## src/hdl/rpn_pkg.sv

```systemverilog
// shared types and constants for the postfix expression evaluator
// no dependencies; used by the top level and the arithmetic unit

package rpn_pkg;

    // ascii codes of the accepted symbols
    localparam logic [7:0] SYM_ZERO  = 8'h30;
    localparam logic [7:0] SYM_NINE  = 8'h39;
    localparam logic [7:0] SYM_PLUS  = 8'h2B;
    localparam logic [7:0] SYM_MINUS = 8'h2D;
    localparam logic [7:0] SYM_STAR  = 8'h2A;
    localparam logic [7:0] SYM_SLASH = 8'h2F;

    typedef enum logic [2:0] {
        STATUS_OK        = 3'd0,
        STATUS_BAD_CHAR  = 3'd1,
        STATUS_UNDERFLOW = 3'd2,
        STATUS_DIV_ZERO  = 3'd3,
        STATUS_FULL      = 3'd4
    } status_t;

    typedef enum logic [1:0] {
        OP_ADD,
        OP_SUB,
        OP_MUL,
        OP_DIV
    } op_t;

    // request from the sequencer to the arithmetic unit
    typedef struct packed {
        logic start;
        op_t  op;
    } alu_req_t;

    typedef enum logic [2:0] {
        ST_IDLE,
        ST_DECODE,
        ST_READ,
        ST_CALC,
        ST_DONE
    } ctl_state_t;

    typedef enum logic [2:0] {
        A_IDLE,
        A_PREP,
        A_RUN,
        A_FIX,
        A_DONE
    } alu_state_t;

endpackage

```

## src/hdl/rpn_ram.sv

```systemverilog
// generic single write port, single read port ram with registered read data
// no dependencies

module rpn_ram #(
    parameter int WIDTH = 32,
    parameter int DEPTH = 16
) (
    input  logic                     aclk,
    input  logic                     wr_en,
    input  logic [$clog2(DEPTH)-1:0] wr_addr,
    input  logic [WIDTH-1:0]         wr_data,
    input  logic                     rd_en,
    input  logic [$clog2(DEPTH)-1:0] rd_addr,
    output logic [WIDTH-1:0]         rd_data
);

    logic [WIDTH-1:0] mem [DEPTH];
    logic [WIDTH-1:0] rd_data_reg;

    always_ff @(posedge aclk) begin
        if (wr_en) begin
            mem[wr_addr] <= wr_data;
        end
        if (rd_en) begin
            rd_data_reg <= mem[rd_addr];
        end
    end

    assign rd_data = rd_data_reg;

endmodule

```

## src/hdl/rpn_alu.sv

```systemverilog
// bit-serial arithmetic unit: add and subtract one bit per cycle, multiply by
// shift and add, signed divide by restoring division; uses rpn_pkg

module rpn_alu #(
    parameter int W = 32
) (
    input  logic             aclk,
    input  logic             aresetn,
    input  rpn_pkg::alu_req_t req,
    input  logic [W-1:0]     left,
    input  logic [W-1:0]     right,
    output logic             done,
    output logic [W-1:0]     result
);

    localparam int CNT_W = $clog2(W + 1);

    rpn_pkg::alu_state_t state_reg, state_next;
    rpn_pkg::op_t        op_reg, op_next;
    logic [W-1:0]        x_reg, x_next;
    logic [W-1:0]        y_reg, y_next;
    logic [W-1:0]        acc_reg, acc_next;
    logic                carry_reg, carry_next;
    logic                neg_reg, neg_next;
    logic [CNT_W-1:0]    cnt_reg, cnt_next;

    logic                y_bit;
    logic                sum_bit;
    logic [W-1:0]        rem_sh;

    always_comb begin
        state_next = state_reg;
        op_next    = op_reg;
        x_next     = x_reg;
        y_next     = y_reg;
        acc_next   = acc_reg;
        carry_next = carry_reg;
        neg_next   = neg_reg;
        cnt_next   = cnt_reg;
        y_bit      = y_reg[0] ^ (op_reg == rpn_pkg::OP_SUB);
        sum_bit    = x_reg[0] ^ y_bit ^ carry_reg;
        rem_sh     = {acc_reg[W-2:0], x_reg[W-1]};

        unique case (state_reg)
            rpn_pkg::A_IDLE: begin
                if (req.start) begin
                    op_next    = req.op;
                    x_next     = left;
                    y_next     = right;
                    state_next = rpn_pkg::A_PREP;
                end
            end
            rpn_pkg::A_PREP: begin
                acc_next   = '0;
                cnt_next   = '0;
                carry_next = (op_reg == rpn_pkg::OP_SUB);
                if (op_reg == rpn_pkg::OP_DIV) begin
                    // work on magnitudes, fix the sign at the end
                    x_next   = x_reg[W-1] ? (W'(0) - x_reg) : x_reg;
                    y_next   = y_reg[W-1] ? (W'(0) - y_reg) : y_reg;
                    neg_next = x_reg[W-1] ^ y_reg[W-1];
                end
                state_next = rpn_pkg::A_RUN;
            end
            rpn_pkg::A_RUN: begin
                case (op_reg) inside
                    rpn_pkg::OP_ADD, rpn_pkg::OP_SUB: begin
                        // lsb first, sum bits enter acc at the top
                        acc_next   = {sum_bit, acc_reg[W-1:1]};
                        carry_next = (x_reg[0] & y_bit) | (x_reg[0] & carry_reg)
                                   | (y_bit & carry_reg);
                        x_next     = {1'b0, x_reg[W-1:1]};
                        y_next     = {1'b0, y_reg[W-1:1]};
                    end
                    rpn_pkg::OP_MUL: begin
                        if (y_reg[0]) begin
                            acc_next = acc_reg + x_reg;
                        end
                        x_next = {x_reg[W-2:0], 1'b0};
                        y_next = {1'b0, y_reg[W-1:1]};
                    end
                    default: begin
                        // quotient bits shift into x as dividend bits leave
                        if (rem_sh >= y_reg) begin
                            acc_next = rem_sh - y_reg;
                            x_next   = {x_reg[W-2:0], 1'b1};
                        end else begin
                            acc_next = rem_sh;
                            x_next   = {x_reg[W-2:0], 1'b0};
                        end
                    end
                endcase
                cnt_next = cnt_reg + CNT_W'(1);
                if (cnt_reg == CNT_W'(W - 1)) begin
                    state_next = rpn_pkg::A_FIX;
                end
            end
            rpn_pkg::A_FIX: begin
                if (op_reg == rpn_pkg::OP_DIV) begin
                    acc_next = neg_reg ? (W'(0) - x_reg) : x_reg;
                end
                state_next = rpn_pkg::A_DONE;
            end
            rpn_pkg::A_DONE: begin
                state_next = rpn_pkg::A_IDLE;
            end
            default: begin
                state_next = rpn_pkg::A_IDLE;
            end
        endcase
    end

    always_ff @(posedge aclk) begin
        if (!aresetn) begin
            state_reg <= rpn_pkg::A_IDLE;
        end else begin
            state_reg <= state_next;
        end
    end

    always_ff @(posedge aclk) begin
        op_reg    <= op_next;
        x_reg     <= x_next;
        y_reg     <= y_next;
        acc_reg   <= acc_next;
        carry_reg <= carry_next;
        neg_reg   <= neg_next;
        cnt_reg   <= cnt_next;
    end

    assign done   = (state_reg == rpn_pkg::A_DONE);
    assign result = acc_reg;

`ifndef SYNTHESIS
    // a request only arrives while the unit is free
    assert property (@(posedge aclk) disable iff (!aresetn)
        req.start |-> state_reg == rpn_pkg::A_IDLE)
        else $error("alu started while busy");

    // done is a single-cycle pulse
    assert property (@(posedge aclk) disable iff (!aresetn)
        done |=> !done)
        else $error("alu done held");

    // the bit counter never runs past the word
    assert property (@(posedge aclk) disable iff (!aresetn)
        state_reg == rpn_pkg::A_RUN |-> cnt_reg <= CNT_W'(W - 1))
        else $error("alu counter overrun");
`endif

endmodule

```

## src/hdl/postfix_expression_evaluator.sv

```systemverilog
// postfix expression evaluator: sequencer, operand stack and result register
// depends on rpn_pkg, rpn_ram and rpn_alu

// - input channel s_*: one ascii character per word in s_symbol, s_is_last
//   marks the final character of an expression
// - digits push 0..9, + - * / pop right then left and push left op right;
//   arithmetic wraps at VALUE_WIDTH bits, division truncates toward zero
// - result channel m_*: one word per expression: m_value is the top of stack
//   (0 when empty or on error), m_status 0 ok, 1 bad char, 2 underflow,
//   3 divide by zero, 4 stack full; the first error sticks
// - one character in work at a time, s_ready is high only while idle
// - a digit, a rejected character or operator, or any character after an
//   error passes through decode and finish before the block is idle again
// - an operator passes through decode, the left operand ram read, the
//   bit-serial alu, writeback and idle
// - m_valid is registered and rises from the finish state of the final
//   character, after the alu when that character is an operator
// - while the receiver stalls the block keeps accepting characters and only
//   waits when the next result is ready and the output register is full
// - reset empties the stack and clears the error; ram contents stay, entries
//   above the stack count are never read; the top of stack sits in a register

module postfix_expression_evaluator #(
    parameter int STACK_DEPTH = 16,
    parameter int VALUE_WIDTH = 32
) (
    input  logic               aclk,
    input  logic               aresetn,
    input  logic               s_valid,
    output logic               s_ready,
    input  logic [7:0]         s_symbol,
    input  logic               s_is_last,
    output logic               m_valid,
    input  logic               m_ready,
    output logic signed [31:0] m_value,
    output logic [2:0]         m_status
);

    localparam int ADDR_W = $clog2(STACK_DEPTH);
    localparam int CNT_W  = $clog2(STACK_DEPTH + 1);

    // control state
    rpn_pkg::ctl_state_t state_reg, state_next;
    logic [CNT_W-1:0]    count_reg, count_next;
    rpn_pkg::status_t    err_reg, err_next;
    logic                m_valid_reg, m_valid_next;

    // payload
    logic [7:0]             sym_reg, sym_next;
    logic                   last_reg, last_next;
    logic [VALUE_WIDTH-1:0] tos_reg, tos_next;
    logic signed [31:0]     m_value_reg, m_value_next;
    rpn_pkg::status_t       m_status_reg, m_status_next;

    // decode of the held character
    logic                   is_digit;
    logic                   is_op;
    rpn_pkg::op_t           op_code;
    logic [7:0]             sym_off;
    logic [CNT_W-1:0]       below_cnt;
    logic [ADDR_W-1:0]      below_addr;
    logic signed [63:0]     tos_wide;

    // ram and alu hookup
    logic                   ram_wr_en;
    logic [ADDR_W-1:0]      ram_wr_addr;
    logic [VALUE_WIDTH-1:0] ram_wr_data;
    logic                   ram_rd_en;
    logic [VALUE_WIDTH-1:0] ram_rd_data;
    rpn_pkg::alu_req_t      alu_req;
    logic                   alu_done;
    logic [VALUE_WIDTH-1:0] alu_result;

    assign sym_off    = sym_reg - rpn_pkg::SYM_ZERO;
    assign is_digit   = (sym_reg >= rpn_pkg::SYM_ZERO) && (sym_reg <= rpn_pkg::SYM_NINE);
    assign below_cnt  = count_reg - CNT_W'(2);
    assign below_addr = below_cnt[ADDR_W-1:0];
    assign tos_wide   = 64'(signed'(tos_reg));

    always_comb begin
        is_op   = 1'b1;
        op_code = rpn_pkg::OP_ADD;
        unique case (sym_reg)
            rpn_pkg::SYM_PLUS:  op_code = rpn_pkg::OP_ADD;
            rpn_pkg::SYM_MINUS: op_code = rpn_pkg::OP_SUB;
            rpn_pkg::SYM_STAR:  op_code = rpn_pkg::OP_MUL;
            rpn_pkg::SYM_SLASH: op_code = rpn_pkg::OP_DIV;
            default:            is_op = 1'b0;
        endcase
    end

    // sequencer
    always_comb begin
        state_next    = state_reg;
        count_next    = count_reg;
        err_next      = err_reg;
        m_valid_next  = m_valid_reg;
        sym_next      = sym_reg;
        last_next     = last_reg;
        tos_next      = tos_reg;
        m_value_next  = m_value_reg;
        m_status_next = m_status_reg;
        ram_wr_en     = 1'b0;
        ram_wr_addr   = count_reg[ADDR_W-1:0];
        ram_wr_data   = VALUE_WIDTH'(sym_off[3:0]);
        ram_rd_en     = 1'b0;
        alu_req.start = 1'b0;
        alu_req.op    = op_code;
        s_ready       = (state_reg == rpn_pkg::ST_IDLE);

        // receiver drains the output register
        if (m_valid_reg && m_ready) begin
            m_valid_next = 1'b0;
        end

        unique case (state_reg)
            rpn_pkg::ST_IDLE: begin
                if (s_valid) begin
                    sym_next   = s_symbol;
                    last_next  = s_is_last;
                    state_next = rpn_pkg::ST_DECODE;
                end
            end
            rpn_pkg::ST_DECODE: begin
                state_next = rpn_pkg::ST_DONE;
                if (err_reg == rpn_pkg::STATUS_OK) begin
                    if (is_digit) begin
                        if (count_reg == CNT_W'(STACK_DEPTH)) begin
                            err_next = rpn_pkg::STATUS_FULL;
                        end else begin
                            ram_wr_en  = 1'b1;
                            tos_next   = VALUE_WIDTH'(sym_off[3:0]);
                            count_next = count_reg + CNT_W'(1);
                        end
                    end else if (!is_op) begin
                        err_next = rpn_pkg::STATUS_BAD_CHAR;
                    end else if (count_reg < CNT_W'(2)) begin
                        err_next = rpn_pkg::STATUS_UNDERFLOW;
                    end else if (op_code == rpn_pkg::OP_DIV && tos_reg == '0) begin
                        err_next = rpn_pkg::STATUS_DIV_ZERO;
                    end else begin
                        // fetch the left operand, the right one is in tos_reg
                        ram_rd_en  = 1'b1;
                        state_next = rpn_pkg::ST_READ;
                    end
                end
            end
            rpn_pkg::ST_READ: begin
                alu_req.start = 1'b1;
                state_next    = rpn_pkg::ST_CALC;
            end
            rpn_pkg::ST_CALC: begin
                if (alu_done) begin
                    ram_wr_en   = 1'b1;
                    ram_wr_addr = below_addr;
                    ram_wr_data = alu_result;
                    tos_next    = alu_result;
                    count_next  = count_reg - CNT_W'(1);
                    state_next  = rpn_pkg::ST_DONE;
                end
            end
            rpn_pkg::ST_DONE: begin
                if (!last_reg) begin
                    state_next = rpn_pkg::ST_IDLE;
                end else if (!m_valid_reg || m_ready) begin
                    m_valid_next  = 1'b1;
                    m_status_next = err_reg;
                    if (err_reg == rpn_pkg::STATUS_OK && count_reg != '0) begin
                        m_value_next = tos_wide[31:0];
                    end else begin
                        m_value_next = '0;
                    end
                    count_next = '0;
                    err_next   = rpn_pkg::STATUS_OK;
                    state_next = rpn_pkg::ST_IDLE;
                end
            end
            default: begin
                state_next = rpn_pkg::ST_IDLE;
            end
        endcase
    end

    always_ff @(posedge aclk) begin
        if (!aresetn) begin
            state_reg   <= rpn_pkg::ST_IDLE;
            count_reg   <= '0;
            err_reg     <= rpn_pkg::STATUS_OK;
            m_valid_reg <= 1'b0;
        end else begin
            state_reg   <= state_next;
            count_reg   <= count_next;
            err_reg     <= err_next;
            m_valid_reg <= m_valid_next;
        end
    end

    always_ff @(posedge aclk) begin
        sym_reg      <= sym_next;
        last_reg     <= last_next;
        tos_reg      <= tos_next;
        m_value_reg  <= m_value_next;
        m_status_reg <= m_status_next;
    end

    // operand stack storage
    rpn_ram #(
        .WIDTH(VALUE_WIDTH),
        .DEPTH(STACK_DEPTH)
    ) u_stack (
        .aclk    (aclk),
        .wr_en   (ram_wr_en),
        .wr_addr (ram_wr_addr),
        .wr_data (ram_wr_data),
        .rd_en   (ram_rd_en),
        .rd_addr (below_addr),
        .rd_data (ram_rd_data)
    );

    // bit-serial arithmetic, left operand straight from the ram read register
    rpn_alu #(
        .W(VALUE_WIDTH)
    ) u_alu (
        .aclk    (aclk),
        .aresetn (aresetn),
        .req     (alu_req),
        .left    (ram_rd_data),
        .right   (tos_reg),
        .done    (alu_done),
        .result  (alu_result)
    );

    assign m_valid  = m_valid_reg;
    assign m_value  = m_value_reg;
    assign m_status = m_status_reg;

`ifndef SYNTHESIS
    // stack count stays within the stack
    assert property (@(posedge aclk) disable iff (!aresetn)
        count_reg <= CNT_W'(STACK_DEPTH))
        else $error("stack count beyond depth");

    // one character in work at a time
    assert property (@(posedge aclk) disable iff (!aresetn)
        (s_valid && s_ready) |=> !s_ready)
        else $error("accepted a word while busy");

    // an error result always carries a zero value
    assert property (@(posedge aclk) disable iff (!aresetn)
        (m_valid && m_status != rpn_pkg::STATUS_OK) |-> m_value == '0)
        else $error("error result with nonzero value");

    // the alu only finishes while the sequencer waits for it
    assert property (@(posedge aclk) disable iff (!aresetn)
        alu_done |-> state_reg == rpn_pkg::ST_CALC)
        else $error("alu finished outside calc");
`endif

endmodule

```

## config.mk

```make
export PLATFORM = sky130hd
export DESIGN_NAME = postfix_expression_evaluator
export DESIGN_NICKNAME = d
export VERILOG_FILES = /design/src/hdl/rpn_pkg.sv /design/src/hdl/rpn_ram.sv /design/src/hdl/rpn_alu.sv /design/src/hdl/postfix_expression_evaluator.sv
export SDC_FILE = /design/constraint.sdc
export NUM_CORES = 1
export LEC_CHECK = 0
export BUFFER_PORTS_ARGS = -buffer_cell sky130_fd_sc_hd__clkbuf_2
export CAP_MARGIN = 20
export CORE_MARGIN = 2
export CORE_UTILIZATION = 60
export CTS_CLUSTER_SIZE = 10
export DETAILED_ROUTE_END_ITERATION = 8
export PLACE_DENSITY = 0.76
export SLEW_MARGIN = 20
export SYNTH_ARGS = -nofsm -noshare
export SYNTH_HDL_FRONTEND = slang
export SYNTH_HIERARCHICAL = 1
export SYNTH_SLANG_ARGS = --single-unit
```

## constraint.sdc

```tcl
create_clock -name aclk -period 5.55 [get_ports aclk]
set_clock_uncertainty 0.1 [all_clocks]
set_input_delay 0.2775 -clock aclk [delete_from_list [all_inputs] [get_ports aclk]]
set_output_delay 0.2775 -clock aclk [all_outputs]
set_load 0.02 [all_outputs]
```

Yosys cells after proc, flatten, opt, wreduce, memory -nomap -nowiden
Memory sizes are Yosys's and may differ from the RTL's. A register that Yosys moved wholly into a read port is not among the register bits. Index checks and enable logic that the tools add are counted.

Register bits: 197. Word-level logic and storage cells: 194. Memories kept: 1. Input port bits: 13. Output and inout bits: 37. RAM bits: 512.

Memories: u_stack.mem (depth 16, bits a word 32, rd ports 1, clocked after Yosys merged registers in 1, wr ports 1, line rpn_ram.sv:17) `logic [WIDTH-1:0] mem [DEPTH];`.

Order comparisons: 4. Reductions and logical operators: 35. $add $sub $neg: 9. Bitwise operators: 9. Mux-type cells: 80. Equality and inequality tests: 37.

Operators with widths (number): $mux 32 (21); $pmux 32 s3 (3); $pmux 32 s2 (1); $sub 1x32->32 const A (2); $mux 3 (18); $add 32x32->32 (1); $eq 8x6->1 const B (4); $ge 32x32->1 (1); $logic_not 32->1 (1); $sub 32x32->32 (1); $mux 5 (6); $mux 1 (21); $ne 2x2->1 const B (9); $pmux 3 s5 (1); $pmux 5 s3 (1); $eq 3x2->1 const B (4); $pmux 3 s4 (1); $pmux 6 s2 (1); $reduce_and 3->1 (4); $ne 2x1->1 const B (5); $reduce_and 2->1 (5); $reduce_and 5->1 (2); $logic_not 3->1 (3); $reduce_bool 3->1 (3); 36 further kinds (55).

Logic depth before layout (Yosys ltp)
Word-level depth: 10. Gate-level depth with buffers: 16. Mapped depth without buffers: 14.

Hierarchy
The synthesis kept the hierarchy.

By module, submodules not included: rpn_ram (times used 1, cells an instance 838, area each 20155.6 µm², sequential area each 16335.7 µm²); rpn_alu (times used 1, cells an instance 1260, area each 10691.5 µm², sequential area each 3243.1 µm²); postfix_expression_evaluator (times used 1, cells an instance 318, area each 4053.9 µm², sequential area each 2522.4 µm²).

Least setup slack after synthesis
OpenSTA, ideal clock, no wires.

Path kind: reg2reg. From: reg sym_reg[7]. To: mem u_stack.mem[0][0] (enable). Stages on the path, launching flop included: 7. Setup slack: 0.749 ns. Arrival time: 4.240 ns. Buffers on the path: 0. Data required time: 4.989 ns. Path through: edfxtp_1 > nor3b_1 > nand3_1 > or4_4 > a21oi_1 > or3b_2 > nor3_1.

Cells in the longest elaborated chain, start to end: 7. Elaborated cells between the ends (all ways): 8. Those cells by class: 2 x order compare; 5 x mux; 1 x reduce/logical.

RTL lines: from (decl) (line postfix_expression_evaluator.sv:49) `logic [7:0] sym_reg, sym_next;`; from (signal assigned) (line postfix_expression_evaluator.sv:199) `sym_reg <= sym_next;`; $ge 8x6->1 / $le 8x6->1 (equally long branches) (line postfix_expression_evaluator.sv:75) `assign is_digit = (sym_reg >= rpn_pkg::SYM_ZERO) && (sym_reg <= rpn_pkg::SYM_NINE);`; $logic_and 1x1->1 * (line postfix_expression_evaluator.sv:75); $mux 1 * (line postfix_expression_evaluator.sv:127) `if (is_digit) begin`; $mux 1 * (line postfix_expression_evaluator.sv:126) `if (err_reg == rpn_pkg::STATUS_OK) begin`; $pmux 1 s2 * (line postfix_expression_evaluator.sv:116) `unique case (state_reg)`; net ram_wr_en (line postfix_expression_evaluator.sv:65) `logic ram_wr_en;`; $mux 1 * (line rpn_ram.sv:21) `if (wr_en) begin`; $mux 1 (not written as such) * (line rpn_ram.sv:22) `mem[wr_addr] <= wr_data;`; to (decl) (line rpn_ram.sv:17).

Mark *: on every way through the listed nets, which the timed path passes. The rest lies on a longest branch.

==> flow_summary.json <==
{
  "status": "finished with violations",
  "violated_checks": "design-rule violations",
  "tritoncts": "built",
  "ys_ff_latch": 741,
  "crit_top_cell": "sky130_fd_sc_hd__nand2_1",
  "cp.arrival_ns": 4.65,
  "hold_slack_ns": 0.242,
  "crit_chain": "nor2b_1 -> nand2_1 -> inv_2 -> nand2_1 -> xnor2_1 -> nand2_1 -> nor2_4 -> buf_4",
  "synth.largest_area_cell": "sky130_fd_sc_hd__edfxtp_1",
  "grt_overflow_total": 0,
  "h_tree_level_count": 3,
  "timing.critical_path.slowest_stage_cell": "sky130_fd_sc_hd__nor2_4",
  "synthesis.instances": 2416,
  "hold_viol": 0,
  "peakVddDrop_v": 0.000486,
  "synthDistinctLibCells": 91,
  "top_register": "u_stack/mem",
  "rsz0062_at_grt": "no",
  "synth_area_leaders": "sky130_fd_sc_hd__edfxtp_1, sky130_fd_sc_hd__mux4_2, sky130_fd_sc_hd__ha_1",
  "detail_route.wl_per_cell_um": 28.6,
  "cp-start-kind": "register",
  "num_io_pins": 50,
  "yosys_warnings": 6,
  "gp_congestion": 0.950,
  "crit_fanout": 22,
  "criticalPathCategory": "register to register",
  "grt_max_degree": 99,
  "cts_inserted_buffers": 86,
  "detailedRoute.firstIterationViolations": 2612,
  "post_route_cells_drive_above_1_share_pct": 16.0,
  "drt_pass1_iterations": 8,
  "synth_top_cells_by_count": "sky130_fd_sc_hd__edfxtp_1, sky130_fd_sc_hd__nand2_1, sky130_fd_sc_hd__mux4_2",
  "post_cts.repair.setup_buffers": 0,
  "dpl.hpwl_um": 59100,
  "synth_nets": 2504,
  "port_buffers": 49,
  "max_transition_margin_pct": 27.1,
  "stdcell_count": 3284,
  "post-route-period-util_pct": 79.3,
  "power_density_nw_per_um2": 316,
  "cp.buffers_inverters": 2,
  "number_of_global_route_vias_before_repair": 22400,
  "synth_top_area_share_pct": 62.5,
  "grt_antenna_before_repair": 2,
  "post-place-cells": 3151,
  "synth_edf_count": 726,
  "grt_pass1_wl_um": 141000,
  "die_area_um2": 60100,
  "vias": 22400,
  "busiest_layer": "met2",
  "maxCapViolCount": 0,
  "core_area_um2": 57600,
  "global_route.usage.met2_pct": 51.2,
  "crit_required_ns": 5.80,
  "cp_delay_by_family_top": "simple AND/OR/NAND/NOR gates",
  "flow.area_growth_from_synthesis_pct": 10.8,
  "path_clk_slew_ns": 0.06,
  "synth_seq_area_share_pct": 63.3,
  "worstSkewPairLatency_ns": 0.65,
  "grtUsageMet1_pct": 43.6,
  "yosys.cell_count.top_type": "sky130_fd_sc_hd__edfxtp_1",
  "largest_register_ffs": 512,
  "clock_tree.root_cell": "sky130_fd_sc_hd__clkbuf_16",
  "timing.reg2reg.setup_slack_ns": 1.15,
  "power.static_leakage_uw": 0.0123,
  "synth_async_sr_flop_share_pct": 0,
  "totalWireLength_um": 93900,
  "slowest_stage_delay_on_critical_path_ns": 0.91,
  "setup_viol": 0,
  "worst_hold_path_type": "primary input to register",
  "gr-usage-met3_pct": 5.01,
  "antenna_violating_nets_post_route": 0,
  "die-height_um": 245,
  "global_route_usage_over_all_layers_pct": 31.7,
  "timing.fmax_mhz": 227,
  "mappedNetlistArea_um2": 34900,
  "viasPerCell": 6.83,
  "drcViolationCount": 3,
  "syn_area_per_cell_um2": 14.4,
  "cts-root-to-sink-buffers": 3,
  "finalMaxSlewViolations": 0,
  "finish.net_count": 2575,
  "standard_cell_row_count": 88,
  "final.min_clock_period_ns": 4.40,
  "endpoint_kind_of_the_worst_setup_timing_path": "register",
  "initial_utilization_pct": 60.6,
  "die-width_um": 245,
  "clock_sinks": 741,
  "worstMarginPinSlew_ns": 1.09,
  "synthFlopType": "sky130_fd_sc_hd__edfxtp_1",
  "tns_ns": 0
}
[worst reg2reg max path, cell delays in order, from the launching register on]
cell and delay [ns]:
sky130_fd_sc_hd__dfxtp_1 0.53, sky130_fd_sc_hd__nor2b_1 0.26, sky130_fd_sc_hd__nand2_1 0.14, sky130_fd_sc_hd__inv_2 0.27, sky130_fd_sc_hd__nand2_1 0.28, sky130_fd_sc_hd__xnor2_1 0.80
sky130_fd_sc_hd__nand2_1 0.50, sky130_fd_sc_hd__nor2_4 0.91, sky130_fd_sc_hd__buf_4 0.32
[cell families (layout without fill, tap and decap cells)]
group | count (synthesis) | count (layout) | synth area share, %
flip-flops | 741 | 741 | 63.3
AND/OR/NAND/NOR | 578 | 578 | 8.56
AO/OA/AOI/OAI | 513 | 513 | 9.77
buffers and inverters | 188 | 286 | 2.26
multiplexers | 178 | 178 | 9.73
XOR/XNOR | 143 | 143 | 3.59
adder cells (fa/ha/maj) | 75 | 75 | 2.77
other | 0 | 5 | 0
[where the power goes]
group / internal, uW / switching (uW)
sequential: 6180 / 109
clock: 2850 / 2190
combinational: 329 / 553
[cell usage in the layout (no fill, tap or decap), drive strengths merged, types with 12 or more instances in the layout]
master	n
a211oi	19
a21o	26
a21oi	97
a22oi	95
and2	69
and3	37
buf	44
clkbuf	152
dfxtp	15
dlygate4sd3	12
edfxtp	726
ha	71
inv	67
mux2i	41
mux4	128
nand2	183
nand2b	23
nand3	30
nor2	107
nor2b	13
nor3	29
o21ai	132
o221ai	36
o31ai	14
or3	20
xnor2	84
xor2	59
[timing repair]
item	4_1_cts	5_1_grt
endpoints found under the hold margin	20	0
gates resized for setup	0	0
hold buffers	12	0
[per-layer routing]
layer | wire, um | vias to the layer above
li1 | - | 9576
met3 | 7680 | 236
met4 | 3850 | 4
met5 | 31 | -
met1 | 36900 | 11300
met2 | 45500 | 1284
[final timing paths]
check	endpoint	start	cells after the start
hold / removal	sym_reg[7]	s_symbol[7]	2
setup reg to reg	u_stack/mem[15][13]	state_reg[0]	8
setup / recovery	u_stack/mem[15][13]	state_reg[0]	8
hold reg to reg	m_status[1]	err_reg[1]	0
[final cells by class]
| type | instances | area, um^2 |
|---|---|---|
| tap | 765 | 957 |
| sequential | 741 | 22100 |
| clock inverter | 12 | 161 |
| antenna | 5 | 12.5 |
| timing repair buffer | 105 | 741 |
| inverter | 66 | 250 |
| multi-input combinational | 1487 | 12200 |
| fill | 3859 | 18900 |
| clock buffer | 103 | 2250 |
[stage by stage]
stage                     total power (uW)  util [%]  setup WS (ns)  instance area [um^2]
after detailed placement              7240      62.7           1.31                 36100
after CTS                            12200      67.1           1.27                 38600
after global routing                 12500      67.1          0.891                 38700
after global placement                7230      62.7           1.34                 36100
after floorplan                       6990         -          0.749                 34900
final                                12200      67.2           1.15                 38700
(Power assumes the default switching activity.)
